`config.mk`:
```
export PLATFORM = sky130hd
export DESIGN_NAME = srre_ram
export DESIGN_NICKNAME = d
export VERILOG_FILES = /design/src/sv/srre_ram.sv
export SDC_FILE = /design/constraint.sdc
export NUM_CORES = 2
export LEC_CHECK = 0
export BUFFER_PORTS_ARGS = -buffer_cell sky130_fd_sc_hd__clkbuf_2
export CAP_MARGIN = 5
export CORE_ASPECT_RATIO = 2
export CORE_MARGIN = 3
export CORE_UTILIZATION = 53
export CTS_BUF_LIST = sky130_fd_sc_hd__clkbuf_8 sky130_fd_sc_hd__clkbuf_16
export CTS_CLUSTER_DIAMETER = 200
export CTS_CLUSTER_SIZE = 8
export DETAILED_ROUTE_END_ITERATION = 16
export PLACE_DENSITY = 0.71
export REMOVE_ABC_BUFFERS = 1
export SLEW_MARGIN = 5
export SYNTH_ARGS = -nofsm -noshare
export SYNTH_HDL_FRONTEND = slang
export SYNTH_SLANG_ARGS = --single-unit
export TNS_END_PERCENT = 50
```
`constraint.sdc`:
```
create_clock -name clk_i -period 2.1 [get_ports clk_i]
set_input_delay 0.21 -clock clk_i [delete_from_list [all_inputs] [get_ports clk_i]]
set_output_delay 0.21 -clock clk_i [all_outputs]
set_load 0.05 [all_outputs]
```
`src/sv/srre_ram.sv`:
```
module srre_ram #(
  parameter int WIDTH = 8,
  parameter int DEPTH = 512
) (
  input  logic                     clk_i,
  input  logic                     we_i,
  input  logic [$clog2(DEPTH)-1:0] waddr_i,
  input  logic [WIDTH-1:0]         wdata_i,
  input  logic [$clog2(DEPTH)-1:0] raddr_i,
  output logic [WIDTH-1:0]         rdata_o
);

  logic [WIDTH-1:0] mem_q [DEPTH];
  logic [WIDTH-1:0] rdata_q;

  always_ff @(posedge clk_i) begin
    if (we_i) begin
      mem_q[waddr_i] <= wdata_i;
    end
    rdata_q <= mem_q[raddr_i];
  end

  assign rdata_o = rdata_q;

endmodule

```
Word level (Yosys, flattened, before mapping)
Memory sizes are Yosys's and may differ from the RTL's. A register that Yosys moved wholly into a read port is not among the register bits.
Cells that the tools add are included.
Widths: inputs -> output; s select.

word-level totals
  register bits = 0
  memory bits (writable) = 4096
  input bits = 28
  output and inout port bits = 8
  word-level logic and storage cells = 3
  memories = 1

cells by class
  multiplexer cells = 2

memory list
  memory  words  bits a word  read ports  clocked after Yosys merged registers in  wr ports  RTL line  source
  mem_q   512    8            1           1                                        1         13        logic [WIDTH-1:0] mem_q [DEPTH];

operators with widths
  cell    count
  $mux 1  2

Depth between registers and ports, before layout
  word-level depth = 2
  gate-level depth with buffers = 12
  gate-level depth less buffers = 7

Worst setup path before layout
Ideal clock, no wire load.

  path type = input to register
  start point = input raddr_i[0]
  end point = register rdata_q[0] (netlist: rdata_o[0]), read port of mem_q
  setup time = 118 ps
  arrival = 2064 ps
  data required time = 1982 ps
  slack = -82 ps
  cell stages on the path = 10
  buffers on the path = 4
  path through = buf_4 > buf_12 > buf_12 > buf_2 > mux4_2 > o21ai_0 > nand3_1 > nand4_1 > o21ai_0 > o2111a_1

RTL lines
  element      RTL line  source
  from (decl)  9         input logic [$clog2(DEPTH)-1:0] raddr_i,
  to (decl)    14        logic [WIDTH-1:0] rdata_q;

==> results by group <==
Synthesis
  – Syn Area/Cell: 19.9 um^2
  – EDFF count, synth: 4,096
  – Synth area leaders: edfxtp_1 77%, mux4_2 9.2%, mux2i_1 5.0%, o221ai_1 2.0%, nor2_1 1.4%
  – Synthesized instance count: 8,030
  – Synth Cell Area: 160,000 um^2
  – Main synth FF type: edfxtp_1
  – Syn. warnings: 0
  – Post-synth top area cell: edfxtp_1
  – Ys async rst share: 0
  – Yosys reg bits: 4,104
  – Area fraction of the dominant cell type after synthesis: 0.769
  – Distinct cells, synth: 51
  – Post-synthesis sequential area ratio: 0.770

Critical path
  – Crit path arrival time: 3.41 ns
  – R2R Setup Slk: -0.38 ns
  – Startpoint Class: input pin
  – Critical Path Most Common Cell: buf_12
  – Crit. End Element: register
  – Crit-path cells: buf_6 -> buf_12 -> buf_12 -> mux4_2 -> o22ai_1 -> buf_4 -> nor3_4 -> nor2_1 -> nor4_4 -> o2111a_1
  – R2R depth: 7
  – Worst R2R End: rdata_o[1]
  – Worst path max stage delay: 0.70 ns
  – Critical path class: input pin to register
  – CP required: 2.96 ns
  – Crit path max fanout: 67
  – Reg2reg start: mem_q[139][1]
  – CP max stage cell: nor4_4

Drt
  – DRC errors left: 0
  – Routed vias/inst: 6.50
  – Post-route ant nets: 0
  – DRT Pass-1 Iters: 8
  – Routed WL per cell: 34.5 um
  – Iteration-0 DRC Markers: 9,922
  – Vias: 89,900
  – Total Wirelength: 478,000 um

Placed design
  – Port Buf Inserts: 35
  – DP Wirelength: 312,000 um
  – DP Cell Count: 13,200
  – Final Wtd Congestion: 1.04

Finish
  – Layout net count: 9,790
  – Commonest non-fill, non-tap cell in the layout: edfxtp_1
  – Most frequent cells in the layout: 4,096 x edfxtp_1, 1,411 x buf_4, 788 x mux2i_1
  – Fraction of layout cells with a size suffix above 1: 0.321
  – Final std cells w/o fill: 13,800
  – Area delta synth->final: 21.4%
  – Post-Route Utilization: 0.648

STA
  – Clock Skews: 0.0382 ns
  – RSZ-0062 raised after global routing: yes
  – Final hold vios: 0
  – FMAX: 0.392 GHz
  – Final setup viols: 8
  – Tcrit/Tclk final: 1.22
  – Final Worst Setup Slack: -0.454 ns
  – Worst Max-Slew Pin Slew: 0.915 ns
  – Pins Over Slew Limit: 0
  – Final min period: 2.55 ns
  – Rel. slew slack: 0.386

Floorplan
  – Row cnt: 284
  – I/O pins: 36
  – Die area: 309,000 um^2
  – Floorplan core area: 300,000 um^2
  – Die W: 394 um
  – Die Y: 783 um
  – Starting Density: 0.534

Status
  – Violated checks: negative setup slack
  – Outcome: complete, but fails checks

GRT
  – First-pass GRT wire length: 677,000 um
  – Largest net degree at the start of global routing: 121
  – GRT Resource Usage Total: 0.307
  – GRT overflow: 0
  – Vias in the first global route: 95,500
  – Initial antenna violation count: 18

Pwr
  – VDD IR max: 1.01 mV
  – Power per Cell Area: 947 nW/um^2
  – Pleak: 0.0655 uW

CTS
  – CTS sink cnt: 4,104
  – Clk root buf: clkbuf_16
  – Clock Latency Late Sink: 0.92 ns
  – Num CTS Buffers: 586
  – CTS tree: done
  – H-tree depth reported by CTS: 6
  – Clock Pin Slew Worst Setup and Hold Paths: 0.06 ns
  – Clock Path Buffers: 4

Flow run
  – Max Cap Viol: 0

Hold path
  – Hold path startpoint: waddr_i[1]
  – Worst Hold Path EP: mem_q[301][3]
  – Worst hold stages: 5
  – Hold Path Class: input pin to register
## worst max-delay path, delay by kind of cell
kind                   cells  cell delay, ns
buffers and inverters      4            0.99
AOI/OAI and AO/OA          2            0.43
muxes                      1            0.37
and+or+nand+nor            3            1.17
## cells in the mapped netlist, drive strengths merged, types with 3 or more instances
library cell and n:
nor4 36, o31ai 13, or3 6, o22ai 163, inv 3, a22o 5
o22a 3, o221ai 372, clkbuf 265, nor3 109, nand3 36, and3 4
nand4 32, and3b 4, nor2 597, or2 5, mux2i 797, nand2 111
and2 20, o21ai 119, nor3b 8, o2111a 8, a22oi 61, a2111oi 3
a211oi 17, edfxtp 4096, buf 248, o41ai 7, a21oi 194, o311ai 6
nand2b 4, dfxtp 8, nor2b 6, mux4 654
## worst max path at each step
stage | startpoint | to | slack [ns]
2_1_floorplan | raddr_i[2] | rdata_o[6] | -6.74
3_3_place_gp | raddr_i[2] | rdata_o[2] | -2.13
3_5_place_dp | raddr_i[2] | rdata_o[2] | -2.13
4_1_cts | mem_q[439][1] | rdata_o[1] | -0.31
5_1_grt | mem_q[439][1] | rdata_o[1] | -0.28
6_report | raddr_i[2] | rdata_o[1] | -0.45
## layout make-up
cell class                      count  area (um^2)
Antenna cell                       12         30.0
Fill cell                       19000       105000
Sequential cell                  4104       123000
Timing Repair Buffer             1657        15000
Tap cell                         4004         5010
Clock inverter                     50          586
Clock buffer                      602        15100
Multi-Input combinational cell   3410        35200
Inverter                            3         18.8
## timing repair
| item | 4_1_cts | 5_1_grt |
|---|---|---|
| endpoints found under the setup margin | 8 | 8 |
| pin swaps | 19 | 46 |
| endpoints found under the hold margin | 1489 | 0 |
| gates resized for setup | 148 | 119 |
| setup buffers | 3 | 12 |
| hold buffers | 8 | 0 |
| gates cloned | 2 | 4 |
## metal layers
layer,vias to the layer above,share of wire,GRT usage
met5,-,0.000092,0
met4,6,0.11,0.283
met3,1870,0.075,0.0567
met2,5254,0.52,0.539
met1,46200,0.29,0.307
li1,36600,-,-
## sequential cells by signal, indices dropped and copies added (netlist names)
name     cells
mem_q     4096
rdata_o      8
## report_power, final
group / internal, uW / switching (uW) / total [uW]
logic: 3870 / 6680 / 10500
clock network: 50300 / 32500 / 82800
registers: 90400 / 94.0 / 90500
## per-stage QoR
step                      instance area [um^2]  hold slack (ns)  worst slack [ns]  setup TNS, ns  total power [uW]
after floorplan                         157000            0.309             -6.74         -70.63             95200
after global placement                  177000            0.583             -2.13         -14.81            102000
final                                   194000           0.0971            -0.454          -1.77            184000
after detailed placement                177000            0.588             -2.13         -15.76            102000
after CTS                               193000           0.0423            -0.312          -1.87            184000
after global routing                    194000            0.111            -0.283          -1.80            188000
## kinds of logic (layout without fill, tap and decap cells)
logic type,after synthesis,in the layout,share of synthesized area
AOI/OAI and AO/OA,979,979,0.0431
muxes,1451,1451,0.142
other,0,12,0
DFF,4104,4104,0.770
and+or+nand+nor,980,980,0.0263
buffers and inverters,516,2312,0.0185
Note: power is estimated with default switching activity, not from simulation.
