==> config.mk <==
export PLATFORM = sky130hd
export DESIGN_NAME = srre_cmd_fifo
export DESIGN_NICKNAME = d
export VERILOG_FILES = /design/src/sv/srre_pkg.sv /design/src/sv/srre_cmd_fifo.sv
export SDC_FILE = /design/constraint.sdc
export NUM_CORES = 1
export LEC_CHECK = 0
export ABC_AREA = 1
export BUFFER_PORTS_ARGS = -buffer_cell sky130_fd_sc_hd__buf_2
export CORE_UTILIZATION = 51
export DETAILED_ROUTE_END_ITERATION = 10
export GPL_TIMING_DRIVEN = 0
export PLACE_DENSITY_LB_ADDON = 0.08
export RECOVER_POWER = 100
export SYNTH_ARGS = -nofsm -noshare
export SYNTH_HDL_FRONTEND = slang
export SYNTH_SLANG_ARGS = --single-unit
export TNS_END_PERCENT = 1
==> constraint.sdc <==
create_clock -name clk_i -period 3.5 [get_ports clk_i]
set_input_delay 0.7 -clock clk_i [delete_from_list [all_inputs] [get_ports clk_i]]
set_output_delay 0.7 -clock clk_i [all_outputs]
set_load 0.02 [all_outputs]
==> src/sv/srre_pkg.sv <==
package srre_pkg;

  localparam int PIX_W   = 8;
  localparam int COL_W   = 9;
  localparam int ROW_W   = 16;
  localparam int KIND_W  = 3;
  localparam int VALUE_W = 64;
  localparam int BCNT_W  = 4;
  localparam int DATA_W  = 32;
  localparam int ADDR_W  = 4;

  // result kinds
  localparam logic [KIND_W-1:0] KIND_COUNT = 3'd0;
  localparam logic [KIND_W-1:0] KIND_X     = 3'd1;
  localparam logic [KIND_W-1:0] KIND_Y     = 3'd2;
  localparam logic [KIND_W-1:0] KIND_DATA  = 3'd3;
  localparam logic [KIND_W-1:0] KIND_TERM  = 3'd4;

  // register indexes (word address)
  localparam logic [1:0] REG_IMAGE_WIDTH  = 2'd0;
  localparam logic [1:0] REG_IMAGE_HEIGHT = 2'd1;
  localparam logic [1:0] REG_EMPTY_PIXEL  = 2'd2;

  localparam logic [COL_W-1:0] WIDTH_RESET  = 9'd256;
  localparam logic [ROW_W-1:0] HEIGHT_RESET = 16'd1;
  localparam logic [PIX_W-1:0] EMPTY_RESET  = 8'd255;

  // one command from front to back: an optional closed run and an optional terminator
  typedef struct packed {
    logic             has_run;
    logic             term;
    logic             bank;
    logic [COL_W-1:0] start;
    logic [COL_W-1:0] stop;
    logic [ROW_W-1:0] y;
  } cmd_t;

  // back tells front that a run store bank is free again
  typedef struct packed {
    logic valid;
    logic bank;
  } bank_rel_t;

endpackage

==> src/sv/srre_cmd_fifo.sv <==
module srre_cmd_fifo import srre_pkg::*; (
  input  logic clk_i,
  input  logic rst_ni,
  input  logic push_i,
  input  cmd_t cmd_i,
  output logic full_o,
  input  logic pop_i,
  output cmd_t cmd_o,
  output logic empty_o
);

  cmd_t       ent_q [2];
  logic       wptr_q, rptr_q;
  logic [1:0] cnt_q;
  logic       do_push, do_pop;

  assign full_o  = (cnt_q == 2'd2);
  assign empty_o = (cnt_q == 2'd0);
  assign cmd_o   = ent_q[rptr_q];
  assign do_push = push_i && !full_o;
  assign do_pop  = pop_i && !empty_o;

  always_ff @(posedge clk_i) begin
    if (do_push) begin
      ent_q[wptr_q] <= cmd_i;
    end
  end

  always_ff @(posedge clk_i or negedge rst_ni) begin
    if (!rst_ni) begin
      wptr_q <= 1'b0;
      rptr_q <= 1'b0;
      cnt_q  <= '0;
    end else begin
      if (do_push) begin
        wptr_q <= !wptr_q;
      end
      if (do_pop) begin
        rptr_q <= !rptr_q;
      end
      cnt_q <= cnt_q + 2'(do_push) - 2'(do_pop);
    end
  end

endmodule

Word level (Yosys, flattened, before mapping)
Memory sizes are Yosys's and may differ from the RTL's.
Index checks and enable logic that the tools add are counted.
Operators by class
  add/subtract/negate cells: 2
  equality and inequality tests: 1
  muxes and demuxes: 2
  reductions and logical operators: 7
Operators by type and width (count)
  zero test 1 bit: 4
  adder 2 x 1 -> 2 bit: 1
  equality test 2 bit (second input constant): 1
  logical AND 1 bit: 2
  zero test 2 bit: 1
  two-way mux 1 bit: 2
  subtractor 2 x 1 -> 2 bit: 1
Word-level totals
  register bits: 4
  bits in writable memories: 74
  input port bits: 41
  output and inout port bits: 39
  logic and storage cells: 16
  memories kept: 1
Memory list
  ent_q: words 2, bits a word 37, rd ports 1, clocked after Yosys merged registers in 0, write ports 1, RTL line srre_cmd_fifo.sv:12  | cmd_t ent_q [2];

Depth between registers and ports, before layout
  word-level depth: 5
  depth in mapped cells: 10
  depth with buffers taken out: 10

Worst setup path before layout
No wires, ideal clock.
  path type: input to register
  from: input port push_i
  to: memory ent_q[1][0] in the netlist's numbering (enable)
  setup time: 431 ps
  arrival time: 2344 ps
  required time: 3069 ps
  slack: 724 ps
  stages on the path: 2
  buffers on the path: 0
  path through: nand2_1 > nor2_1
Between the ends
  longest elaborated chain between the ends: 3
RTL lines
  start, declared: RTL line srre_cmd_fifo.sv:4  | input logic push_i,
  logical AND 1 bit: RTL line srre_cmd_fifo.sv:20  | assign do_push = push_i && !full_o;
  two-way mux 1 bit: RTL line srre_cmd_fifo.sv:24  | if (do_push) begin
  two-way mux 1 bit (not written as such): RTL line srre_cmd_fifo.sv:25  | ent_q[wptr_q] <= cmd_i;
  end, declared: RTL line srre_cmd_fifo.sv:12
Every way passes these cells.

==> impl_metrics.toml <==
[power_and_ir_drop]
power_density_nw_per_um2 = 868.5
power.total_mw = 3.096
swShare = 0.3788
p_int_mw = 1.923
p_seq_frac = 0.430
p_switching_mw = 1.173
pwr-share-clk = 0.198
pwr-share-comb = 0.372
p_leak_nw = 1.515
ir_drop_uv = 532.4

[worst_setup_path]
cp-end-kind = "primary output"
worstSetupPathType = "reg2out"
cp_num_buf_inv = 4
path_max_fanout = 10
crit_arrival_ns = 2.04
cp_slowest_stage_delay_ns = 0.43
path_cells = "inv_2 > clkbuf_1 > clkbuf_1 > nand2_1 > nand2_1 > clkbuf_1"
slowest_stage = "clkbuf_1"
worstPathRequired_ns = 2.80
r2r-start = "cnt_q[1]$_DFF_PN0_"
cp-start-kind = "flip-flop"
cp.depth = 6
worst-r2r-cell-count = 4
crit_family = "buffers and inverters"
cp-startpoint = "rptr_q$_DFFE_PN0P_"
critPathMostFrequentCell = "clkbuf_1"

[placed_design]
portBuffers = 79
dpl.hpwl_mm = 3.136
gp_congestion = 0.7083
dp.cells = 379
dpl_cell_area_sq_um = 3463

[yosys]
ys.warnings.count = 0
ys_types = 11
syn_nets = 270
syn-instance-count = 227
avgSynthCellArea_sq_um = 12.96
synth-seq-cells = 78
syn_area_sq_um = 2943
yosysSeqAreaShare = 0.7891

[clock_tree]
clk_latency_ns = 0.33
cts_tree = "built"
h-tree-depth = 3
post_cts_buffers = 0
cts-root-buf = "clkbuf_8"
hold_buffers = 0
clkTransAtPathRegs_ns = 0.07
cts_resized = 0
cts_sinks = 78
cts_made_buffers = 9
clk_path_buf_depth = 2

[status]
outcome = "finished with violations"
violations = "capacitance limit, slew limit"

[die]
dieArea_sq_um = 6078
fp.dieH_um = 77.96
ioPinCount = 80
initial_core_util = 0.5312
row_count = 27
coreArea_sq_um = 5540
die_w_um = 77.96

[cells_and_area]
nets = 361
final_area_sq_um = 3565
n_fill_cell = 480
area_growth_pct = 21.13
drive_gt1_frac = 0.1801
layout_commonest_cell = "nand2_1"
n_antenna_cell = 0
instances_no_fill = 394
final_cell_mix = "nand2_1, edfxtp_1, clkbuf_1, buf_2, inv_1"

[grt]
grt_pass1_vias = 1721
grtUsageTotal = 0.1698
grt_pass1_wl_mm = 7.486
grt_start_max_net_pins = 38
antenna_found_initial = 0
grt-ovfl-total = 0

[sta]
hold_viol_final = 0
holdWs_ns = 0.1934
max_slew_margin = -0.1848
rsz0062_at_grt = "no"
drv_slew = 19
fmax_mhz = 364.6
setup_violations = 0
min_period_ns = 2.743
fin_crit_sh = 0.7837
skew_ns = 0.006148
tightestPinTransition_ns = 1.771

[route]
vias_per_cell = 4.708
postRouteAntennaNets = 0
dr.pass1.iters = 5
drcViolationCount = 0
dr.first_iter.drc_count = 78
num_vias = 1855
totalWireLength_mm = 4.845
wl_per_cell_um = 12.30

[flow_run]
drv_cap = 2

[worst_hold_path]
hold_class = "in2async"
final timing paths:
check	to	slack, ns
max in group asynchronous	cnt_q[1]$_DFF_PN0_	3.12
hold reg to reg	wptr_q$_DFFE_PN0P_	0.48
setup / recovery	cmd_o[16]	0.76
min in group clk_i	wptr_q$_DFFE_PN0P_	0.48
setup reg to reg	ent_q[1][30]$_DFFE_PP_	1.00
hold / removal	wptr_q$_DFFE_PN0P_	0.19
sequential cells by signal (all words and copies together) (netlist names):
register	flops
cnt_q	2
ent_q	74
wptr_q	1
rptr_q	1
worst reg2reg max path: cells and delay by family (launching register included):
kind | cells | cell delay [ns]
AND/OR/NAND/NOR | 3 | 1.54
flip-flops | 1 | 0.40
buffers and inverters | 1 | 0.26
cell usage after synthesis:
master | n | share of area
ha_1 | 2 | 0.0085
buf_6 | 4 | 0.015
dfrtp_1 | 4 | 0.034
nor2_1 | 1 | 0.0013
buf_4 | 2 | 0.0051
edfxtp_1 | 74 | 0.76
inv_1 | 10 | 0.013
nand2_1 | 124 | 0.16
buf_2 | 2 | 0.0034
inv_2 | 1 | 0.0013
nand3_1 | 3 | 0.0051
routing by layer:
layer,GRT usage,routed length (um)
met1,0.1963,2101
met4,0.08889,56
met5,0,0
met2,0.2973,2496
met3,0.03529,192
layout make-up:
class,count,area [sq um],share of cell area
sequential,78,2322,0.6515
clock inverter,5,51.30,0.01439
buffer,8,50.05,0.01404
timing repair buffer,80,372.9,0.1046
clock buffer,10,127.6,0.03580
tap,72,90.09,0.02527
inverter,11,41.29,0.01158
multi-input combinational,130,509.2,0.1429
cells by family after synthesis:
family	after synthesis	share of synthesized area
adder cells (fa/ha/maj)	2	0.008502
buffers and inverters	19	0.03784
flip-flops	78	0.7891
AND/OR/NAND/NOR	128	0.1645
per-stage QoR:
step,setup TNS [ns],setup WS (ns),utilization
2_1_floorplan,0,0.7244,-
3_5_place_dp,0,1.511,0.6251
3_3_place_gp,-10.85,-0.2953,0.6188
4_1_cts,0,1.348,0.6574
6_report,0,0.7570,0.6434
5_1_grt,0,0.6352,0.6434
power by group through the flow:
stage / clock (mW) / combinational (mW) / sequential (mW)
CTS: 0.626 / 1.24 / 1.33
finish: 0.612 / 1.15 / 1.33
detailed placement: 0 / 1.24 / 1.35
floorplan: 0 / 0.819 / 1.34
global placement: 0 / 1.20 / 1.36
global route: 0.660 / 1.27 / 1.35
No activity file was read; power rests on OpenSTA's default activity.
