### src/sv/srre_pkg.sv
package srre_pkg;

  localparam int PIX_W   = 8;
  localparam int COL_W   = 9;
  localparam int ROW_W   = 16;
  localparam int KIND_W  = 3;
  localparam int VALUE_W = 64;
  localparam int BCNT_W  = 4;
  localparam int DATA_W  = 32;
  localparam int ADDR_W  = 4;

  // result kinds
  localparam logic [KIND_W-1:0] KIND_COUNT = 3'd0;
  localparam logic [KIND_W-1:0] KIND_X     = 3'd1;
  localparam logic [KIND_W-1:0] KIND_Y     = 3'd2;
  localparam logic [KIND_W-1:0] KIND_DATA  = 3'd3;
  localparam logic [KIND_W-1:0] KIND_TERM  = 3'd4;

  // register indexes (word address)
  localparam logic [1:0] REG_IMAGE_WIDTH  = 2'd0;
  localparam logic [1:0] REG_IMAGE_HEIGHT = 2'd1;
  localparam logic [1:0] REG_EMPTY_PIXEL  = 2'd2;

  localparam logic [COL_W-1:0] WIDTH_RESET  = 9'd256;
  localparam logic [ROW_W-1:0] HEIGHT_RESET = 16'd1;
  localparam logic [PIX_W-1:0] EMPTY_RESET  = 8'd255;

  // one command from front to back: an optional closed run and an optional terminator
  typedef struct packed {
    logic             has_run;
    logic             term;
    logic             bank;
    logic [COL_W-1:0] start;
    logic [COL_W-1:0] stop;
    logic [ROW_W-1:0] y;
  } cmd_t;

  // back tells front that a run store bank is free again
  typedef struct packed {
    logic valid;
    logic bank;
  } bank_rel_t;

endpackage

### src/sv/srre_front.sv
module srre_front import srre_pkg::*; #(
  parameter int MAX_WIDTH = 256
) (
  input  logic                       clk_i,
  input  logic                       rst_ni,
  input  logic                       push_i,
  input  logic [PIX_W-1:0]           pixel_i,
  output logic                       full_o,
  input  logic [COL_W-1:0]           image_width_i,
  input  logic [ROW_W-1:0]           image_height_i,
  input  logic [PIX_W-1:0]           empty_pixel_i,
  input  logic                       q_full_i,
  output logic                       q_push_o,
  output cmd_t                       q_cmd_o,
  input  bank_rel_t                  rel_i,
  output logic                       wr_en_o,
  output logic [$clog2(MAX_WIDTH):0] wr_addr_o,
  output logic [PIX_W-1:0]           wr_data_o
);

  localparam int AW = $clog2(MAX_WIDTH);

  logic [COL_W-1:0] column_q, column_d;
  logic [ROW_W-1:0] row_q, row_d;
  logic             run_active_q, run_active_d;
  logic [COL_W-1:0] run_start_q, run_start_d;
  logic             bank_q, bank_d;
  logic [1:0]       busy_q, busy_d;

  logic [COL_W-1:0] w_eff;
  logic [ROW_W-1:0] h_eff;
  logic [COL_W-1:0] col;
  logic             accept;
  logic             is_empty;
  logic             close_empty;
  logic             close_row;
  logic             row_end;
  logic             img_end;
  logic [COL_W-1:0] new_start;

  always_comb begin
    if (image_width_i == '0) begin
      w_eff = COL_W'(1);
    end else if (image_width_i > COL_W'(MAX_WIDTH)) begin
      w_eff = COL_W'(MAX_WIDTH);
    end else begin
      w_eff = image_width_i;
    end
    h_eff = (image_height_i == '0) ? ROW_W'(1) : image_height_i;
  end

  // column is pulled back when the width shrank mid-image
  assign col       = (column_q >= w_eff) ? w_eff - COL_W'(1) : column_q;
  assign is_empty  = (pixel_i == empty_pixel_i);
  assign row_end   = ((COL_W+1)'(col) + (COL_W+1)'(1)) >= (COL_W+1)'(w_eff);
  assign img_end   = row_end && (((ROW_W+1)'(row_q) + (ROW_W+1)'(1)) >= (ROW_W+1)'(h_eff));
  assign new_start = run_active_q ? run_start_q : col;

  assign close_empty = is_empty && run_active_q;
  assign close_row   = row_end && !is_empty;

  assign full_o = q_full_i || busy_q[bank_q];
  assign accept = push_i && !full_o;

  always_comb begin
    q_cmd_o.has_run = close_empty || close_row;
    q_cmd_o.term    = img_end;
    q_cmd_o.bank    = bank_q;
    q_cmd_o.start   = close_empty ? run_start_q : new_start;
    q_cmd_o.stop    = close_empty ? col : w_eff;
    q_cmd_o.y       = row_q;
  end

  assign q_push_o  = accept && (q_cmd_o.has_run || q_cmd_o.term);
  assign wr_en_o   = accept && !is_empty;
  assign wr_addr_o = {bank_q, col[AW-1:0]};
  assign wr_data_o = pixel_i;

  always_comb begin
    column_d     = column_q;
    row_d        = row_q;
    run_active_d = run_active_q;
    run_start_d  = run_start_q;
    bank_d       = bank_q;
    busy_d       = busy_q;
    if (rel_i.valid) begin
      busy_d[rel_i.bank] = 1'b0;
    end
    if (accept) begin
      run_active_d = !is_empty && !row_end;
      run_start_d  = new_start;
      if (q_cmd_o.has_run) begin
        busy_d[bank_q] = 1'b1;
        bank_d         = !bank_q;
      end
      if (row_end) begin
        column_d = '0;
        row_d    = img_end ? '0 : row_q + ROW_W'(1);
      end else begin
        column_d = col + COL_W'(1);
      end
    end
  end

  always_ff @(posedge clk_i or negedge rst_ni) begin
    if (!rst_ni) begin
      column_q     <= '0;
      row_q        <= '0;
      run_active_q <= 1'b0;
      run_start_q  <= '0;
      bank_q       <= 1'b0;
      busy_q       <= '0;
    end else begin
      column_q     <= column_d;
      row_q        <= row_d;
      run_active_q <= run_active_d;
      run_start_q  <= run_start_d;
      bank_q       <= bank_d;
      busy_q       <= busy_d;
    end
  end

endmodule

### config.mk
export PLATFORM = sky130hd
export DESIGN_NAME = srre_front
export DESIGN_NICKNAME = d
export VERILOG_FILES = /design/src/sv/srre_pkg.sv /design/src/sv/srre_front.sv
export SDC_FILE = /design/constraint.sdc
export NUM_CORES = 1
export LEC_CHECK = 0
export ABC_AREA = 1
export CORE_UTILIZATION = 55
export DETAILED_ROUTE_END_ITERATION = 7
export DONT_BUFFER_PORTS = 1
export PLACE_DENSITY_LB_ADDON = 0.3
export SYNTH_ARGS = -nofsm -noshare
export SYNTH_HDL_FRONTEND = slang
export SYNTH_SLANG_ARGS = --single-unit
### constraint.sdc
create_clock -name clk_i -period 7.1 [get_ports clk_i]
set_input_delay 1.065 -clock clk_i [delete_from_list [all_inputs] [get_ports clk_i]]
set_output_delay 1.065 -clock clk_i [all_outputs]
set_load 0.005 [all_outputs]
* Word level (Yosys, flattened, before mapping)
Cells that the tools add are included.
** Cells by class
- Add/sub/neg operators :: 5
- Magnitude comparators :: 8
- Eq/ne operators :: 1
- Muxes and demuxes :: 18
- Bitwise operators :: 3
- Reductions and logical operators :: 20
** Operators with widths (number)
- two-way mux 9 bit :: 7
- two-way mux 16 bit :: 2
- adder 16 x 1 -> 17 bit, second input constant :: 1
- >= comparator 17 x 16 -> 1 bit :: 1
- adder 16 x 1 -> 16 bit, second input constant :: 1
- logical NOT 16 bit :: 1
- adder 9 x 1 -> 10 bit, second input constant :: 1
- >= comparator 10 x 9 -> 1 bit :: 1
- adder 9 x 1 -> 9 bit, second input constant :: 1
- >= comparator 9 bit :: 1
- greater-than comparator 9 bit, second input constant :: 1
- logical AND 1 bit :: 9
- logical NOT 9 bit :: 1
- subtractor 9 x 1 -> 9 bit, second input constant :: 1
- == test 8 bit :: 1
- two-way mux 2 bit :: 3
- logical NOT 1 bit :: 4
- less-than comparator 1 x 2 -> 1 bit, second input constant :: 2
- two-way mux 1 bit :: 4
- AND reduction 2 bit :: 2
- logical OR 1 bit :: 3
- bitwise AND 2 bit :: 1
- demux 1 bit (select 1 bit) :: 2
- >= comparator 1 bit, second input constant :: 2
- 2 further kinds :: 2
** Word-level totals
- Flip-flop bits (word level) :: 38
- Input bits :: 47
- Output and inout bits :: 57
- Logic and storage cells :: 61

* Logic depth before layout (Yosys ltp)
- Depth in word-level cells :: 11
- Mapped depth :: 31
- Mapped depth without buffers :: 31

* Worst setup path after synthesis
OpenSTA, ideal clock, no wires.
- Path kind :: input to output
- Start point :: input port image_width_i[0]
- End point :: output port q_push_o
- Arrival time :: 4522 ps
- Data required time :: 6035 ps
- Setup slack :: 1513 ps
- Stages :: 26
- Buffers on the path :: 1
- Path through :: nor2_1 -> nand2_1 -> o21ai_0 -> nand2_1 -> ha_1 -> nand2_1 -> nand2_1 -> nand2_1 -> nand2_1 -> inv_2 -> nand4_4 -> buf_12 -> o21ai_4 -> inv_1 -> nor2_1 -> xor2_1 -> inv_1 -> ha_1 -> a21oi_1 -> o221ai_1 -> nand3_1 -> nand2_1 -> a21oi_1 -> nand3_1 -> nand3_1 -> nand2_1
** On the way
- Longest elaborated chain between the ends :: 11
- Elaborated cells on any way between the ends :: 14
- Those cells by class :: add/sub: 2; order compare: 3; mux: 3; reduce/logical: 6
** Ends and longest elaborated chain
- from (decl) :: RTL line srre_front.sv:9 : input logic [COL_W-1:0] image_width_i,
- greater-than comparator 9 bit :: RTL line srre_front.sv:44 : end else if (image_width_i > COL_W'(MAX_WIDTH)) begin
- two-way mux 9 bit :: RTL line srre_front.sv:44
- two-way mux 9 bit * :: RTL line srre_front.sv:42 : if (image_width_i == '0) begin
- subtractor 9 x 1 -> 9 bit / >= comparator 9 bit (equally long branches) :: RTL line srre_front.sv:53 : assign col = (column_q >= w_eff) ? w_eff - COL_W'(1) : column_q;
- two-way mux 9 bit * :: RTL line srre_front.sv:53
- via wr_addr_o[0] :: RTL line srre_front.sv:17 : output logic [$clog2(MAX_WIDTH):0] wr_addr_o,
- adder 9 x 1 -> 10 bit * :: RTL line srre_front.sv:55 : assign row_end = ((COL_W+1)'(col) + (COL_W+1)'(1)) >= (COL_W+1)'(w_eff);
- >= comparator 10 x 9 -> 1 bit * :: RTL line srre_front.sv:55
- logical AND 1 bit :: RTL line srre_front.sv:60 : assign close_row = row_end && !is_empty;
- logical OR 1 bit :: RTL line srre_front.sv:66 : q_cmd_o.has_run = close_empty || close_row;
- logical OR 1 bit * :: RTL line srre_front.sv:74 : assign q_push_o = accept && (q_cmd_o.has_run || q_cmd_o.term);
- logical AND 1 bit * :: RTL line srre_front.sv:74
- to (decl) :: RTL line srre_front.sv:13 : output logic q_push_o,
Mark *: on every way through the listed nets, which the timed path passes. The rest lies on a longest branch.

* Worst setup path in the final report
Ends and elaborated chain as after synthesis.

==> impl_metrics.json <==
{
  "area_delta_synth_final_pct": -0.0314,
  "cts_sinks": 38,
  "cp-end-kind": "primary output",
  "critPathTopFamily": "simple AND/OR/NAND/NOR gates",
  "place_ws_ps": 950,
  "route.detailed.drc": 0,
  "grt_max_degree": 39,
  "synthCells": 575,
  "yosys_warnings": 0,
  "fmax_ghz": 0.162,
  "first_iter_violations": 144,
  "avgSynthCellArea_um2": 6.93,
  "cp.required_ps": 6030,
  "io_buffers": 0,
  "setup_tns_ps": 0,
  "ir_drop_mv": 0.188,
  "wirelength_um": 9460,
  "crit_slowest_cell": "o21ai_4",
  "crit_path_start": "image_width_i[0]",
  "antenna_found_initial": 0,
  "synth_top_cell_area_share": 0.238,
  "place.gp.congestion": 0.938,
  "setup_viol": 0,
  "async_reset_ff_frac": 1.00,
  "num_vias": 3559,
  "crit_top_cell": "nand2_1",
  "grt_pass1_vias": 3410,
  "synth_area_leaders": "dfrtp_1, nand2_1, ha_1, inv_1, o21ai_0",
  "ys_ff_latch": 38,
  "hold_viol": 0,
  "clockBufferDepth": 2,
  "fin_ws_ps": 928,
  "synth_nets": 659,
  "gr-usage-all-layers": 0.263,
  "numCtsBuffers": 5,
  "power_density_nw_per_um2": 339,
  "start_util": 0.577,
  "cts_resized": 0,
  "synth_edf_count": 0,
  "maxSlewHeadroom": 0.314,
  "cts_tree": "done",
  "dp_hpwl_um": 7470,
  "clk_latency_ps": 290,
  "grt_pass1_wl_um": 15600,
  "cts_root_buffer": "clkbuf_8",
  "io_pins": 104,
  "arrival_ps": 5110,
  "drt_first_pass_iters": 4,
  "synth_flop_cell": "dfrtp_1",
  "row_count": 30,
  "yosysSeqAreaShare": 0.238,
  "max_stage_delay_ps": 410,
  "netlist_area_um2": 3990,
  "tightest_slew_ps": 1020,
  "core_area_um2": 6910,
  "finalNetCount": 636,
  "drtAntennaViolNets": 0,
  "wl_per_cell_um": 14.6,
  "die_h_um": 87.1,
  "slew_viol_final": 0,
  "startpoint_type": "input port",
  "grt_overflow": 0,
  "final_layout_size_suffix_gt1_frac": 0.110,
  "cp_num_buf_inv": 3,
  "path_class": "in2out",
  "crit_fanout": 13,
  "post-route-period-util": 0.869,
  "post_cts_buffers": 0,
  "die-area_um2": 7590,
  "power_leakage_nw": 2.13,
  "yosysTopAreaCell": "dfrtp_1",
  "rsz0062_at_grt": "false",
  "drv_cap": 0,
  "r2r-start": "column_q[2]",
  "period_needed_ps": 6170,
  "ctsHtreeMaxLevel": 2,
  "die_x_um": 87.1,
  "clk_pin_slew_ps": 80,
  "synth_cell_type_count": 43,
  "timing.hold.worst.class": "in2async",
  "ctsHoldBuffers": 0,
  "vias_per_cell": 5.48,
  "n_antenna_cell": 0,
  "status": "complete, no violations",
  "skew_ps": 6.20
}
==> final timing paths <==
| path | end | slack [ps] | depth (start not counted) |
|---|---|---|---|
| max | q_push_o | 930 | 25 |
| min | column_q[1] | 450 | 0 |
| min in group clk_i | busy_q[1] | 490 | 2 |
| max reg2reg | column_q[2] | 2860 | 22 |
| min reg2reg | busy_q[1] | 490 | 2 |
| max in group asynchronous | row_q[9] | 6560 | 0 |
==> layout make-up <==
cell class / instances / area (µm²)
fillers: 692 / 2920
flip-flops and latches: 38 / 951
multi-input cells: 421 / 2490
well taps: 96 / 120
repair buffers: 2 / 15.0
clock buffers: 6 / 82.6
inverters: 84 / 315
clock inverters: 2 / 12.5
==> synth_stat cells (2+ instances only) <==
| cell type | n |
|---|---|
| clkinv_1 | 2 |
| nand2_4 | 9 |
| nor2_1 | 32 |
| inv_2 | 5 |
| ha_1 | 37 |
| o21ai_0 | 40 |
| buf_4 | 19 |
| clkbuf_1 | 8 |
| or2_2 | 8 |
| nand2_1 | 166 |
| o21ai_2 | 3 |
| xor2_1 | 9 |
| nand4_1 | 31 |
| nand3_2 | 5 |
| nor2_2 | 2 |
| nand3_1 | 20 |
| inv_1 | 77 |
| and2_1 | 2 |
| a221oi_1 | 2 |
| nor3_1 | 3 |
| nor2_4 | 4 |
| nand2_2 | 9 |
| a21oi_1 | 13 |
| nor4_1 | 4 |
| buf_6 | 3 |
| xnor2_1 | 7 |
| dfrtp_1 | 38 |
| o21ai_4 | 2 |
==> sequential cells by signal, indices dropped and copies added, names as in the netlist <==
| name | flops |
|---|---|
| busy_q | 2 |
| column_q | 9 |
| row_q | 16 |
| bank_q | 1 |
| run_active_q | 1 |
| run_start_q | 9 |
==> placed cells by master, fill, tap and decap left out, types with 3 or more instances in the layout <==
master / count
nand4_1: 31
or2_2: 8
xor2_1: 9
o21ai_2: 3
nand2_2: 9
nor4_1: 4
nor2_1: 32
xnor2_1: 7
clkbuf_8: 6
a21oi_1: 13
o21ai_0: 40
nand2_1: 166
ha_1: 37
inv_2: 5
dfrtp_1: 38
nand3_1: 20
inv_1: 77
nor3_1: 3
nand3_2: 5
nor2_4: 4
nand2_4: 9
==> stage by stage <==
stage	hold slack, ps	instances	total power [W]	utilization	instance area [µm²]
after detailed placement	471	641	0.00119	0.563	3890
final	453	649	0.00135	0.577	3990
after global placement	468	641	0.00118	0.563	3890
after global routing	434	649	0.00149	0.577	3990
after CTS	448	649	0.00136	0.577	3990
after floorplan	449	575	0.00110	-	3990
==> report_power, final <==
part           switching (W)  internal, W
Combinational       0.000595     0.000273
Clock              0.0000806    0.0000781
Sequential         0.0000477     0.000277
Total               0.000723     0.000628
==> layer usage <==
metal | global-route usage | share of wire
met5 | 0 | 0
met4 | 0.0745 | 0.018
met1 | 0.321 | 0.44
met2 | 0.460 | 0.48
met3 | 0.0635 | 0.067
==> cells by family after synthesis <==
logic type / Yosys count / share of synthesized area
xor gates and xnor gates: 17 / 0.0392
buffers and inverters: 116 / 0.137
and+or+nand+nor: 299 / 0.369
AOI/OAI and AO/OA: 68 / 0.100
adders and majority gates: 37 / 0.116
DFF: 38 / 0.238
Power figures use the tool's default switching activity.
