==> src/sv/srre_pkg.sv <==
package srre_pkg;

  localparam int PIX_W   = 8;
  localparam int COL_W   = 9;
  localparam int ROW_W   = 16;
  localparam int KIND_W  = 3;
  localparam int VALUE_W = 64;
  localparam int BCNT_W  = 4;
  localparam int DATA_W  = 32;
  localparam int ADDR_W  = 4;

  // result kinds
  localparam logic [KIND_W-1:0] KIND_COUNT = 3'd0;
  localparam logic [KIND_W-1:0] KIND_X     = 3'd1;
  localparam logic [KIND_W-1:0] KIND_Y     = 3'd2;
  localparam logic [KIND_W-1:0] KIND_DATA  = 3'd3;
  localparam logic [KIND_W-1:0] KIND_TERM  = 3'd4;

  // register indexes (word address)
  localparam logic [1:0] REG_IMAGE_WIDTH  = 2'd0;
  localparam logic [1:0] REG_IMAGE_HEIGHT = 2'd1;
  localparam logic [1:0] REG_EMPTY_PIXEL  = 2'd2;

  localparam logic [COL_W-1:0] WIDTH_RESET  = 9'd256;
  localparam logic [ROW_W-1:0] HEIGHT_RESET = 16'd1;
  localparam logic [PIX_W-1:0] EMPTY_RESET  = 8'd255;

  // one command from front to back: an optional closed run and an optional terminator
  typedef struct packed {
    logic             has_run;
    logic             term;
    logic             bank;
    logic [COL_W-1:0] start;
    logic [COL_W-1:0] stop;
    logic [ROW_W-1:0] y;
  } cmd_t;

  // back tells front that a run store bank is free again
  typedef struct packed {
    logic valid;
    logic bank;
  } bank_rel_t;

endpackage

==> src/sv/srre_back.sv <==
module srre_back import srre_pkg::*; #(
  parameter int MAX_WIDTH        = 256,
  parameter int BYTES_PER_RESULT = 8
) (
  input  logic                       clk_i,
  input  logic                       rst_ni,
  input  logic                       q_empty_i,
  input  cmd_t                       q_cmd_i,
  output logic                       q_pop_o,
  output logic [$clog2(MAX_WIDTH):0] rd_addr_o,
  input  logic [PIX_W-1:0]           rd_data_i,
  output bank_rel_t                  rel_o,
  input  logic                       pop_i,
  output logic                       empty_o,
  output logic [KIND_W-1:0]          kind_o,
  output logic [VALUE_W-1:0]         value_o,
  output logic [BCNT_W-1:0]          byte_count_o,
  output logic                       last_o
);

  localparam int AW  = $clog2(MAX_WIDTH);
  localparam int BPR = BYTES_PER_RESULT;
  localparam int PW  = BPR * PIX_W;
  localparam int KW  = $clog2(BPR + 1);
  localparam int LW  = (BPR > 1) ? $clog2(BPR) : 1;

  localparam logic [2:0] S_IDLE  = 3'd0;
  localparam logic [2:0] S_CNT   = 3'd1;
  localparam logic [2:0] S_X     = 3'd2;
  localparam logic [2:0] S_Y     = 3'd3;
  localparam logic [2:0] S_WSET  = 3'd4;
  localparam logic [2:0] S_DATA  = 3'd5;
  localparam logic [2:0] S_DEMIT = 3'd6;
  localparam logic [2:0] S_T1    = 3'd7;

  logic [2:0]       state_q, state_d;
  logic             term2_q, term2_d;
  cmd_t             cmd_q, cmd_d;
  logic [COL_W-1:0] p_q, p_d;
  logic [KW-1:0]    k_q, k_d;
  logic [KW-1:0]    g_q, g_d;
  logic [KW-1:0]    wlen_q, wlen_d;
  logic [PW-1:0]    pack_q, pack_d;
  logic             rvalid_q, rvalid_d;
  logic [LW-1:0]    rlane_q, rlane_d;

  logic                out_valid_q;
  logic [KIND_W-1:0]   kind_q;
  logic [VALUE_W-1:0]  value_q;
  logic [BCNT_W-1:0]   bcnt_q;
  logic                last_q;

  logic                out_ld_ok;
  logic                ld;
  logic [KIND_W-1:0]   ld_kind;
  logic [VALUE_W-1:0]  ld_value;
  logic [BCNT_W-1:0]   ld_cnt;
  logic                ld_last;

  logic [COL_W-1:0] rem;
  logic             has_data;
  logic [31:0]      cnt_word;

  assign out_ld_ok = !out_valid_q || pop_i;
  assign rem       = cmd_q.stop - p_q;
  assign has_data  = cmd_q.stop > cmd_q.start;
  // count word wraps like a 32-bit difference when the run start lies past its end
  assign cnt_word  = {{(32-COL_W){1'b0}}, cmd_q.stop} - {{(32-COL_W){1'b0}}, cmd_q.start};
  assign rd_addr_o = {cmd_q.bank, p_q[AW-1:0]};

  always_comb begin
    state_d   = state_q;
    term2_d   = term2_q;
    cmd_d     = cmd_q;
    p_d       = p_q;
    k_d       = k_q;
    g_d       = g_q;
    wlen_d    = wlen_q;
    pack_d    = pack_q;
    rvalid_d  = 1'b0;
    rlane_d   = rlane_q;
    ld        = 1'b0;
    ld_kind   = KIND_COUNT;
    ld_value  = '0;
    ld_cnt    = '0;
    ld_last   = 1'b0;
    q_pop_o   = 1'b0;
    rel_o     = '0;
    rel_o.bank = cmd_q.bank;
    case (state_q)
      S_IDLE: begin
        if (!q_empty_i) begin
          q_pop_o = 1'b1;
          cmd_d   = q_cmd_i;
          term2_d = 1'b0;
          state_d = q_cmd_i.has_run ? S_CNT : S_T1;
        end
      end
      S_CNT: begin
        if (out_ld_ok) begin
          ld       = 1'b1;
          ld_kind  = KIND_COUNT;
          ld_value = VALUE_W'(cnt_word);
          state_d  = S_X;
        end
      end
      S_X: begin
        if (out_ld_ok) begin
          ld       = 1'b1;
          ld_kind  = KIND_X;
          ld_value = VALUE_W'(cmd_q.start);
          state_d  = S_Y;
        end
      end
      S_Y: begin
        if (out_ld_ok) begin
          ld       = 1'b1;
          ld_kind  = KIND_Y;
          ld_value = VALUE_W'(cmd_q.y);
          ld_last  = !has_data && !cmd_q.term;
          if (has_data) begin
            p_d     = cmd_q.start;
            state_d = S_WSET;
          end else begin
            rel_o.valid = 1'b1;
            state_d     = cmd_q.term ? S_T1 : S_IDLE;
          end
        end
      end
      S_WSET: begin
        wlen_d  = (rem > COL_W'(BPR)) ? KW'(BPR) : KW'(rem);
        k_d     = '0;
        g_d     = '0;
        pack_d  = '0;
        state_d = S_DATA;
      end
      S_DATA: begin
        // one byte read issued per cycle, its data lands in the next cycle
        if (k_q < wlen_q) begin
          rvalid_d = 1'b1;
          rlane_d  = k_q[LW-1:0];
          p_d      = p_q + COL_W'(1);
          k_d      = k_q + KW'(1);
        end
        if (rvalid_q) begin
          pack_d[rlane_q*PIX_W +: PIX_W] = rd_data_i;
          g_d = g_q + KW'(1);
          if ((g_q + KW'(1)) == wlen_q) begin
            state_d = S_DEMIT;
          end
        end
      end
      S_DEMIT: begin
        if (out_ld_ok) begin
          ld       = 1'b1;
          ld_kind  = KIND_DATA;
          ld_value = VALUE_W'(pack_q);
          ld_cnt   = BCNT_W'(wlen_q);
          ld_last  = (p_q == cmd_q.stop) && !cmd_q.term;
          if (p_q == cmd_q.stop) begin
            rel_o.valid = 1'b1;
            state_d     = cmd_q.term ? S_T1 : S_IDLE;
          end else begin
            state_d = S_WSET;
          end
        end
      end
      S_T1: begin
        // two terminator words; term2 marks the second
        if (out_ld_ok) begin
          ld      = 1'b1;
          ld_kind = KIND_TERM;
          ld_last = term2_q;
          term2_d = !term2_q;
          state_d = term2_q ? S_IDLE : S_T1;
        end
      end
      default: begin
        state_d = S_IDLE;
      end
    endcase
  end

  always_ff @(posedge clk_i or negedge rst_ni) begin
    if (!rst_ni) begin
      state_q     <= S_IDLE;
      term2_q     <= 1'b0;
      rvalid_q    <= 1'b0;
      out_valid_q <= 1'b0;
    end else begin
      state_q  <= state_d;
      term2_q  <= term2_d;
      rvalid_q <= rvalid_d;
      if (ld) begin
        out_valid_q <= 1'b1;
      end else if (pop_i) begin
        out_valid_q <= 1'b0;
      end
    end
  end

  always_ff @(posedge clk_i) begin
    cmd_q   <= cmd_d;
    p_q     <= p_d;
    k_q     <= k_d;
    g_q     <= g_d;
    wlen_q  <= wlen_d;
    pack_q  <= pack_d;
    rlane_q <= rlane_d;
    if (ld) begin
      kind_q  <= ld_kind;
      value_q <= ld_value;
      bcnt_q  <= ld_cnt;
      last_q  <= ld_last;
    end
  end

  assign empty_o      = !out_valid_q;
  assign kind_o       = kind_q;
  assign value_o      = value_q;
  assign byte_count_o = bcnt_q;
  assign last_o       = last_q;

endmodule

==> config.mk <==
export PLATFORM = sky130hd
export DESIGN_NAME = srre_back
export DESIGN_NICKNAME = d
export VERILOG_FILES = /design/src/sv/srre_pkg.sv /design/src/sv/srre_back.sv
export SDC_FILE = /design/constraint.sdc
export NUM_CORES = 1
export LEC_CHECK = 0
export BUFFER_PORTS_ARGS = -buffer_cell sky130_fd_sc_hd__buf_2
export CAP_MARGIN = 5
export CORE_UTILIZATION = 45
export CTS_BUF_LIST = sky130_fd_sc_hd__clkbuf_4
export DETAILED_ROUTE_END_ITERATION = 7
export HOLD_SLACK_MARGIN = 0.06
export PLACE_DENSITY = 0.62
export SYNTH_ARGS = -nofsm -noshare
export SYNTH_HDL_FRONTEND = slang
export SYNTH_SLANG_ARGS = --single-unit
==> constraint.sdc <==
create_clock -name clk_i -period 9.6 [get_ports clk_i]
set_input_delay 0.96 -clock clk_i [delete_from_list [all_inputs] [get_ports clk_i]]
set_output_delay 0.96 -clock clk_i [all_outputs]
set_load 0.05 [all_outputs]
======== After elaboration in Yosys (flattened, before gate mapping) ========
Index checks and enable logic that the tools add are counted.
word-level totals
  register bits ........................... 202
operators by class
  bitwise operators ....................... 1
  magnitude comparators ................... 3
  reduce and logical (&&, ||, !) cells .... 21
  add/subtract/negate cells ............... 6
  shifts and indexed selects .............. 2
  multiplexer cells ....................... 55
  equal/unequal tests ..................... 19
operator list
  cell                     number
  $pmux 64 s4              1
  $mux 64                  2
  $pmux 64 s2              1
  $bwmux 64                1
  $shift 8x34->64 const A  1
  $shiftx 8x34->64         1
  $mux 3                   14
  $mux 9                   4
  $neg 6->34               1
  $mux 32                  1
  $pmux 3 s8               1
  $ne 2x2->1 const B       10
  $mux 1                   18
  $pmux 9 s2               1
  $mux 16                  1
  $pmux 4 s2               2
  $eq 3x3->1 const B       4
  $pmux 3 s4               1
  $reduce_and 2->1         5
  $sub 9x9->10             1
  $add 9x1->9 const B      1
  $eq 9x9->1               1
  $gt 9x4->1 const B       1
  $gt 9x9->1               1
  other kinds (20)         32

======== Longest topological paths before layout ========
Gate-level depths: netlist (run 1).
  word-level depth ........................ 5
  depth in mapped cells ................... 10
  depth with buffers taken out ............ 10

======== Worst setup path before layout (run 1) ========
No wires, ideal clock.
  path type ............................... input to output
  start point ............................. in q_empty_i
  end point ............................... out q_pop_o
  setup slack ............................. 2.872 ns
  stages on the path ...................... 1
  path buffers ............................ 0
  arrival time ............................ 5.768 ns
  cells stage by stage .................... nor4_1
between the ends
  word-level cells in the longest chain between the ends .. 2
ends and longest elaborated chain
  item             RTL line         RTL
  start, declared  srre_back.sv:7   input logic q_empty_i,
  $mux 1           srre_back.sv:92  if (!q_empty_i) begin
  $mux 1           srre_back.sv:90  case (state_q)
  end, declared    srre_back.sv:9   output logic q_pop_o,
No other way between the ends.

==> out/qor.yml, run 1 <==
sta:
  fin_hold_ws_ps: 139
  fmax_mhz: 216
  final_min_period_over_clock_period_pct: 48.2
  final.setup.tns_ps: 0
  worst-slew-pin-transition_ps: 1180
  setup_repair_after_global_routing_missed_its_margin: "no"
  max-slew-margin-rel_pct: 21.5
  hold_viol_final: 0
  slew_viol_final: 0
  finalSetupViolations: 0
  post-route-min-period_ps: 4630
  finalClockSkew_ps: 60.7
worst_setup_path:
  rr_startpoint: "rlane_q[0]"
  critical_path_class: "flop to output port"
  critical_path_arrival_ps: 3670
  ff2ff_path_depth: 7
  cp_data_required_time_ps: 8640
  r2r_setup_slack_ps: 6530
  worst-path-max-fanout: 26
  worstSetupStartpointType: "flop"
  timing.rr.end: "pack_q[25]"
  setup.worst_path.end_class: "output port"
global_routing:
  global_route.usage.total_pct: 20.2
  global_route_wire_length_before_repair_um: 34100
  grt.overflow.total: 0
  antenna_found_initial: 1
  first_global_vias: 6439
  grt_start_max_net_pins: 91
synth:
  synth-seq-cells: 202
  yosys_warnings: 0
  synth_sequential_area_ratio_pct: 63.1
  synth_cell_types: 65
  cell_area_after_synthesis_mm2: 0.00957
  async_flop_share_pct: 2.97
  synth.net_count: 893
  ys.flop_type: "sky130_fd_sc_hd__edfxtp_1"
  synth_edf_count: 196
  average_cell_area_after_synthesis_um2: 11.7
  synthesis.instances: 817
floorplan:
  die-width_um: 148
  start_util_pct: 46.5
  die_y_um: 148
  die_area_mm2: 0.0219
  core_area_mm2: 0.0206
  std_cell_rows: 52
  io_pins: 134
power_and_ir_drop:
  power_switching_mw: 1.86
  report.power.total_mw: 4.17
  irDropWorstVdd_mv: 0.200
  swShare_pct: 44.6
  internal-power_mw: 2.31
  comb_power_share_pct: 42.7
  power.clock.fraction_pct: 16.8
  sequentialPowerShare_pct: 40.5
  power_density_over_cell_area_mw_per_mm2: 378
  leakage_nw: 4.71
detailed_routing:
  drc: 0
  detailroute.via_count: 6752
  drt-wirelength-per-cell_um: 17.3
  drt_first_iter_violations: 507
  number_of_iterations_in_the_first_detailed_routing_pass: 5
  drt_wl_total_um: 22000
  post_drt_via_cell_ratio: 5.31
  ant_nets: 0
clock_tree:
  clk_latency_ps: 690
  postCtsHoldBufs: 0
  clock_tree_from_tritoncts: "built"
  postCtsSetupBuffers: 0
  cts_inserted_buffers: 52
  htree_num_levels: 2
  worst_setup_hold_path_clk_slew_ps: 70
  ctsRootBufferMaster: "sky130_fd_sc_hd__clkbuf_4"
  clock_sinks: 202
  clk_path_buf_depth: 3
  postCtsResizedCells: 0
final_layout:
  finalNetCount: 1041
  final.fill_count: 1868
  drive_above_1_share_pct: 24.2
  multiInputGateArea_mm2: 0.00320
  sequential_cell_area_mm2: 0.00604
  syn_to_final_growth_pct: 15.5
  postLayoutCoreUtil_pct: 53.8
run:
  maxCapViolCount: 0
placement:
  total_half_perimeter_wirelength_after_legalization_and_detailed_placement_um: 14400
  gp_congestion: 0.867
  portBuffers: 133
run_status:
  status: "complete, no violations"
worst_hold_path:
  worstHoldPathType: "input port to async pin"
final cells by class:
cell class	instances	share of cell area [%]
multi-input cells	532	28.9
repair buffers	140	6.50
clock inverters	15	0.645
well taps	270	3.06
inverters	37	1.26
flip-flops and latches	202	54.6
diodes	1	0.0226
clock buffers	74	5.02
cells in the final DEF, fill, tap and decap left out, types with 3 or more instances in the layout:
cell type and count:
sky130_fd_sc_hd__buf_2 133, sky130_fd_sc_hd__a21oi_1 70, sky130_fd_sc_hd__nor2_1 104, sky130_fd_sc_hd__a21o_1 6
sky130_fd_sc_hd__o21ai_0 14, sky130_fd_sc_hd__a211oi_1 3, sky130_fd_sc_hd__nand2b_1 6, sky130_fd_sc_hd__xor2_1 9
sky130_fd_sc_hd__nand3_1 27, sky130_fd_sc_hd__clkbuf_4 74, sky130_fd_sc_hd__nor2b_1 7, sky130_fd_sc_hd__o221ai_1 6
sky130_fd_sc_hd__dfrtp_1 6, sky130_fd_sc_hd__edfxtp_1 196, sky130_fd_sc_hd__a22oi_1 9, sky130_fd_sc_hd__mux2i_1 24
sky130_fd_sc_hd__ha_1 25, sky130_fd_sc_hd__nor3_1 12, sky130_fd_sc_hd__nand4_1 4, sky130_fd_sc_hd__and3_1 38
sky130_fd_sc_hd__or3_1 3, sky130_fd_sc_hd__nand2_1 96, sky130_fd_sc_hd__inv_1 37, sky130_fd_sc_hd__buf_4 7
sky130_fd_sc_hd__o21a_1 5, sky130_fd_sc_hd__xnor2_1 13, sky130_fd_sc_hd__o21ai_1 3, sky130_fd_sc_hd__clkinv_1 11
per-layer routing:
layer / part of all wire [%] / track usage (%) / wire length [um] / up-vias
met3: 6.8 / 4.72 / 1500 / 39
met4: 2.0 / 7.11 / 433 / 0
met2: 45 / 30.4 / 9870 / 247
li1: - / - / - / 3280
met5: 0 / 0 / 0 / -
met1: 46 / 28.7 / 10200 / 3186
registers in the layout, indices dropped and copies added (netlist names):
register      flops
rvalid_q          1
wlen_q            4
p_q               9
cmd_q            35
value_o          64
byte_count_o      4
term2_q           1
pack_q           64
rd_addr_o         1
out_valid_q       1
k_q               4
kind_o            3
rlane_q           3
g_q               4
last_o            1
state_q           3
kinds of logic (layout without fill, tap and decap cells):
| group | after synthesis | in the layout | synth area share [%] |
|---|---|---|---|
| AND/OR/NAND/NOR | 318 | 318 | 15.5 |
| flip-flops | 202 | 202 | 63.1 |
| AO/OA/AOI/OAI | 139 | 139 | 9.15 |
| buffers and inverters | 83 | 266 | 3.86 |
| adder cells (fa/ha/maj) | 27 | 27 | 3.69 |
| multiplexers | 26 | 26 | 2.75 |
| XOR/XNOR | 22 | 22 | 2.01 |
| other | 0 | 1 | 0 |
power groups by stage:
stage	clock network, mW	registers [mW]	logic [mW]
6_report	0.703	1.69	1.78
5_1_grt	0.775	1.74	1.93
4_1_cts	0.728	1.70	1.79
3_5_place_dp	0	1.71	1.78
3_3_place_gp	0	1.70	1.76
2_1_floorplan	0	2.07	1.03
through the flow:
stage,instance area [um^2],worst slack [ps],instances
after floorplan,9570,2870,817
final,11100,4970,1271
after global placement,10400,5730,1181
after detailed placement,10400,5710,1181
after CTS,11100,4980,1270
after global routing,11100,4800,1271
synth_stat cells, types with 9 or more instances:
cell,number,area share (%)
sky130_fd_sc_hd__edfxtp_1,196,62
sky130_fd_sc_hd__ha_1,25,3.3
sky130_fd_sc_hd__mux2i_1,24,2.5
sky130_fd_sc_hd__nor2_1,105,4.1
sky130_fd_sc_hd__a21oi_1,70,3.7
sky130_fd_sc_hd__o21ai_0,14,0.73
sky130_fd_sc_hd__inv_1,37,1.5
sky130_fd_sc_hd__nand2_1,96,3.8
sky130_fd_sc_hd__xnor2_1,13,1.2
sky130_fd_sc_hd__nand3_1,28,1.5
sky130_fd_sc_hd__xor2_1,9,0.82
sky130_fd_sc_hd__buf_2,13,0.68
sky130_fd_sc_hd__buf_4,11,0.86
sky130_fd_sc_hd__a22oi_1,9,0.71
sky130_fd_sc_hd__nor3_1,12,0.63
sky130_fd_sc_hd__clkbuf_1,19,0.75
sky130_fd_sc_hd__and3_1,38,2.5
worst max-delay path, cell delays in order, from the launching register on:
cell	delay [ps]
sky130_fd_sc_hd__dfrtp_1	960
sky130_fd_sc_hd__nand2_1	400
sky130_fd_sc_hd__nor2_2	990
sky130_fd_sc_hd__or2_2	270
sky130_fd_sc_hd__o211a_1	140
sky130_fd_sc_hd__buf_2	260
worst max-delay path by stage:
stage                     slack [ps]       start  endpoint
after detailed placement        5710  state_q[2]  rel_o[1]
after floorplan                 2870   q_empty_i   q_pop_o
after global routing            4800  state_q[2]  rel_o[1]
final                           4970  state_q[2]  rel_o[1]
after global placement          5730  state_q[2]  rel_o[1]
after CTS                       4980  state_q[2]  rel_o[1]
Power figures use the tool's default switching activity.
==> inputs of run 2 (changes only) <==
Settings changed: PLACE_DENSITY 0.62 to 0.65.
Clock period 9.6 ns to 3.7 ns, I/O delays scaled along.
==> out/qor.yml, run 2 (synthesis gave the netlist of run 1 again) <==
detailed_routing:
  drt-wirelength-per-cell_um: 16.9  # -2.2%
  highest-signal-layer: "met4"
  drt_wl_total_um: 22300  # +1.6%
  drc: 0  # unchanged
  wl_met1_um: 9860  # -3.1%
  drt_first_iter_violations: 638  # +26%
  ant_nets: 0  # unchanged
  post_drt_via_cell_ratio: 5.25  # -1.1%
  wl_met2_um: 10300  # +4.6%
  route.met3.wl_um: 1640  # +9.2%
  number_of_iterations_in_the_first_detailed_routing_pass: 5  # unchanged
  detailroute.via_count: 6933  # +2.7%
final_layout:
  most-common-layout-cells: "sky130_fd_sc_hd__edfxtp_1, sky130_fd_sc_hd__buf_2, sky130_fd_sc_hd__nor2_1"
  layout.cells.most_common: "sky130_fd_sc_hd__edfxtp_1"
  syn_to_final_growth_pct: 20.6
  drive_above_1_share_pct: 23.5  # -0.65 points
  final.fill_count: 1825  # -2.3%
  stdcell_area_mm2: 0.0115  # +4.4%
  finalNetCount: 1087  # +4.4%
sta:
  hold_viol_final: 0  # unchanged
  final_min_period_over_clock_period_pct: 91.5
  slew_viol_final: 0  # unchanged
  finalSetupViolations: 0  # unchanged
  fmax_mhz: 295
  max-slew-margin-rel_pct: 35.8  # +14 points
  final.setup.tns_ps: 0  # unchanged
  setup_repair_after_global_routing_missed_its_margin: "no"
  worst-slew-pin-transition_ps: 963  # -214 ps
  post-route-min-period_ps: 3390
  finalClockSkew_ps: 43.4  # -17.3 ps
floorplan:
  die-width_um: 148  # unchanged
  die_y_um: 148  # unchanged
  io_pins: 134  # unchanged
  core_area_mm2: 0.0206  # unchanged
  start_util_pct: 46.5  # unchanged
  std_cell_rows: 52  # unchanged
  die_area_mm2: 0.0219  # unchanged
clock_tree:
  htree_num_levels: 2  # unchanged
  postCtsResizedCells: 0  # unchanged
  clk_path_buf_depth: 3  # unchanged
  clk_latency_ps: 680  # about the same
  clock_tree_from_tritoncts: "built"
  ctsRootBufferMaster: "sky130_fd_sc_hd__clkbuf_4"
  cts_inserted_buffers: 52  # unchanged
  clock_sinks: 202  # unchanged
  worst_setup_hold_path_clk_slew_ps: 70  # about the same
power_and_ir_drop:
  internal-power_mw: 6.13  # +170%
  sequentialPowerShare_pct: 39.7  # -0.8 points
  irDropWorstVdd_mv: 0.557  # +180%
  comb_power_share_pct: 43.3  # +0.6 points
  power_switching_mw: 4.86  # +160%
  power.clock.fraction_pct: 17.0  # +0.2 points
  leakage_nw: 4.92  # +4.5%
  swShare_pct: 44.2  # -0.41 points
  power_density_over_cell_area_mw_per_mm2: 952  # +150%
placement:
  dpl-instance-area_mm2: 0.0105  # +0.78%
  gp_congestion: 0.862  # -0.59%
  total_half_perimeter_wirelength_after_legalization_and_detailed_placement_um: 14600  # +1.7%
  portBuffers: 133  # unchanged
global_routing:
  global_route.usage.total_pct: 21.0  # +0.78 points
  first_global_vias: 6833  # +6.1%
  grt.overflow.total: 0  # unchanged
  grt_start_max_net_pins: 91  # unchanged
  global_route_wire_length_before_repair_um: 35500  # +4.2%
  antenna_found_initial: 1  # unchanged
worst_setup_path:
  critical_path_class: "flop to output port"
  crit_path_top_delay_cell: "sky130_fd_sc_hd__fa_1"
  ff2ff_path_depth: 3  # -4
  worst-path-max-fanout: 5  # -81%
  critical_path.max_stage_delay_ps: 410  # -580 ps
  setup.worst_path.end_class: "output port"
  cp_data_required_time_ps: 3330  # -5310 ps
  path_cells: "inv_1 -> ha_1 -> inv_1 -> fa_1 -> a21o_1 -> a221oi_2 -> a211oi_2 -> nand2_1 -> o211a_1 -> buf_2"
  critical_path_arrival_ps: 3020  # -650 ps
  timing.critical_path.mode_cell: "sky130_fd_sc_hd__inv_1"
  worstSetupStartpointType: "flop"
run:
  maxCapViolCount: 0  # unchanged
worst_hold_path:
  whs_path_depth: 3
  worstHoldPathType: "input port to flop"
run_status:
  status: "complete, no violations"
## run 2: cell types whose count changed in the layout (fill, tap and decap cells not counted), sizes merged, moves of 2 or more
cell / before / now
clkbuf: 74 / 72
inv: 39 / 37
buf: 140 / 148
clkinv: 12 / 19
dlygate4sd3: 0 / 38
## run 2: stage by stage
stage          cells  worst slack, ps  power, mW  hold WS [ps]  util [%]
6_report        1320              313       11.0           149      56.1
5_1_grt         1320             71.5       11.7          76.3      56.1
4_1_cts         1319              244       11.1          94.3      56.1
3_5_place_dp    1189              961       9.15           207      51.1
3_3_place_gp    1189              989       9.09           214      51.1
2_1_floorplan    817              343       8.00          74.4         -
## run 2: layer usage
metal  global-route usage (%)  vias to the layer above
li1                         -                     3380
met1                     28.9                     3260
met2                     32.6                      250
met3                     4.75                       43
met4                     7.78                        0
met5                        0                        -
## run 2: area by class of cell
| class | count | area, um^2 | area share, % |
|---|---|---|---|
| clock buffers | 72 | 541 | 4.68 |
| clock inverters | 20 | 108 | 0.933 |
| flip-flops and latches | 202 | 6040 | 52.3 |
| repair buffers | 186 | 1170 | 10.1 |
| well taps | 270 | 338 | 2.93 |
| diodes | 1 | 2.50 | 0.0217 |
| multi-input cells | 532 | 3200 | 27.8 |
| inverters | 37 | 139 | 1.20 |
## run 2: worst paths after layout
path                                   start               to  slack, ps
worst max-delay path               cmd_q[16]         rel_o[1]        310
worst max register to register    state_q[0]  byte_count_o[0]        990
worst min-delay path            rd_data_i[2]       pack_q[34]        150
worst min register to register      cmd_q[8]       value_o[8]        530
max in group asynchronous             rst_ni       state_q[0]       2790
min in group asynchronous             rst_ni         rvalid_q        680
## run 2: critical path, delay by kind of cell, from the launching register on
kind	cells	cell delay [ps]
buf+inv	3	400
flops	1	350
compound gates	4	950
fa+ha+maj	2	580
simple gates	1	110
## run 2: repair_timing
item / in CTS / in global routing
hold endpoints to repair: 42 / 0
setup buffers: 0 / 0
hold buffers: 38 / 0
## run 2: power groups by stage
stage	Combinational, mW	Clock, mW	Sequential (mW)
after global routing	5.18	2.06	4.47
after floorplan	2.71	0	5.29
after global placement	4.70	0	4.39
after CTS	4.79	1.92	4.36
after detailed placement	4.75	0	4.39
final	4.76	1.87	4.36
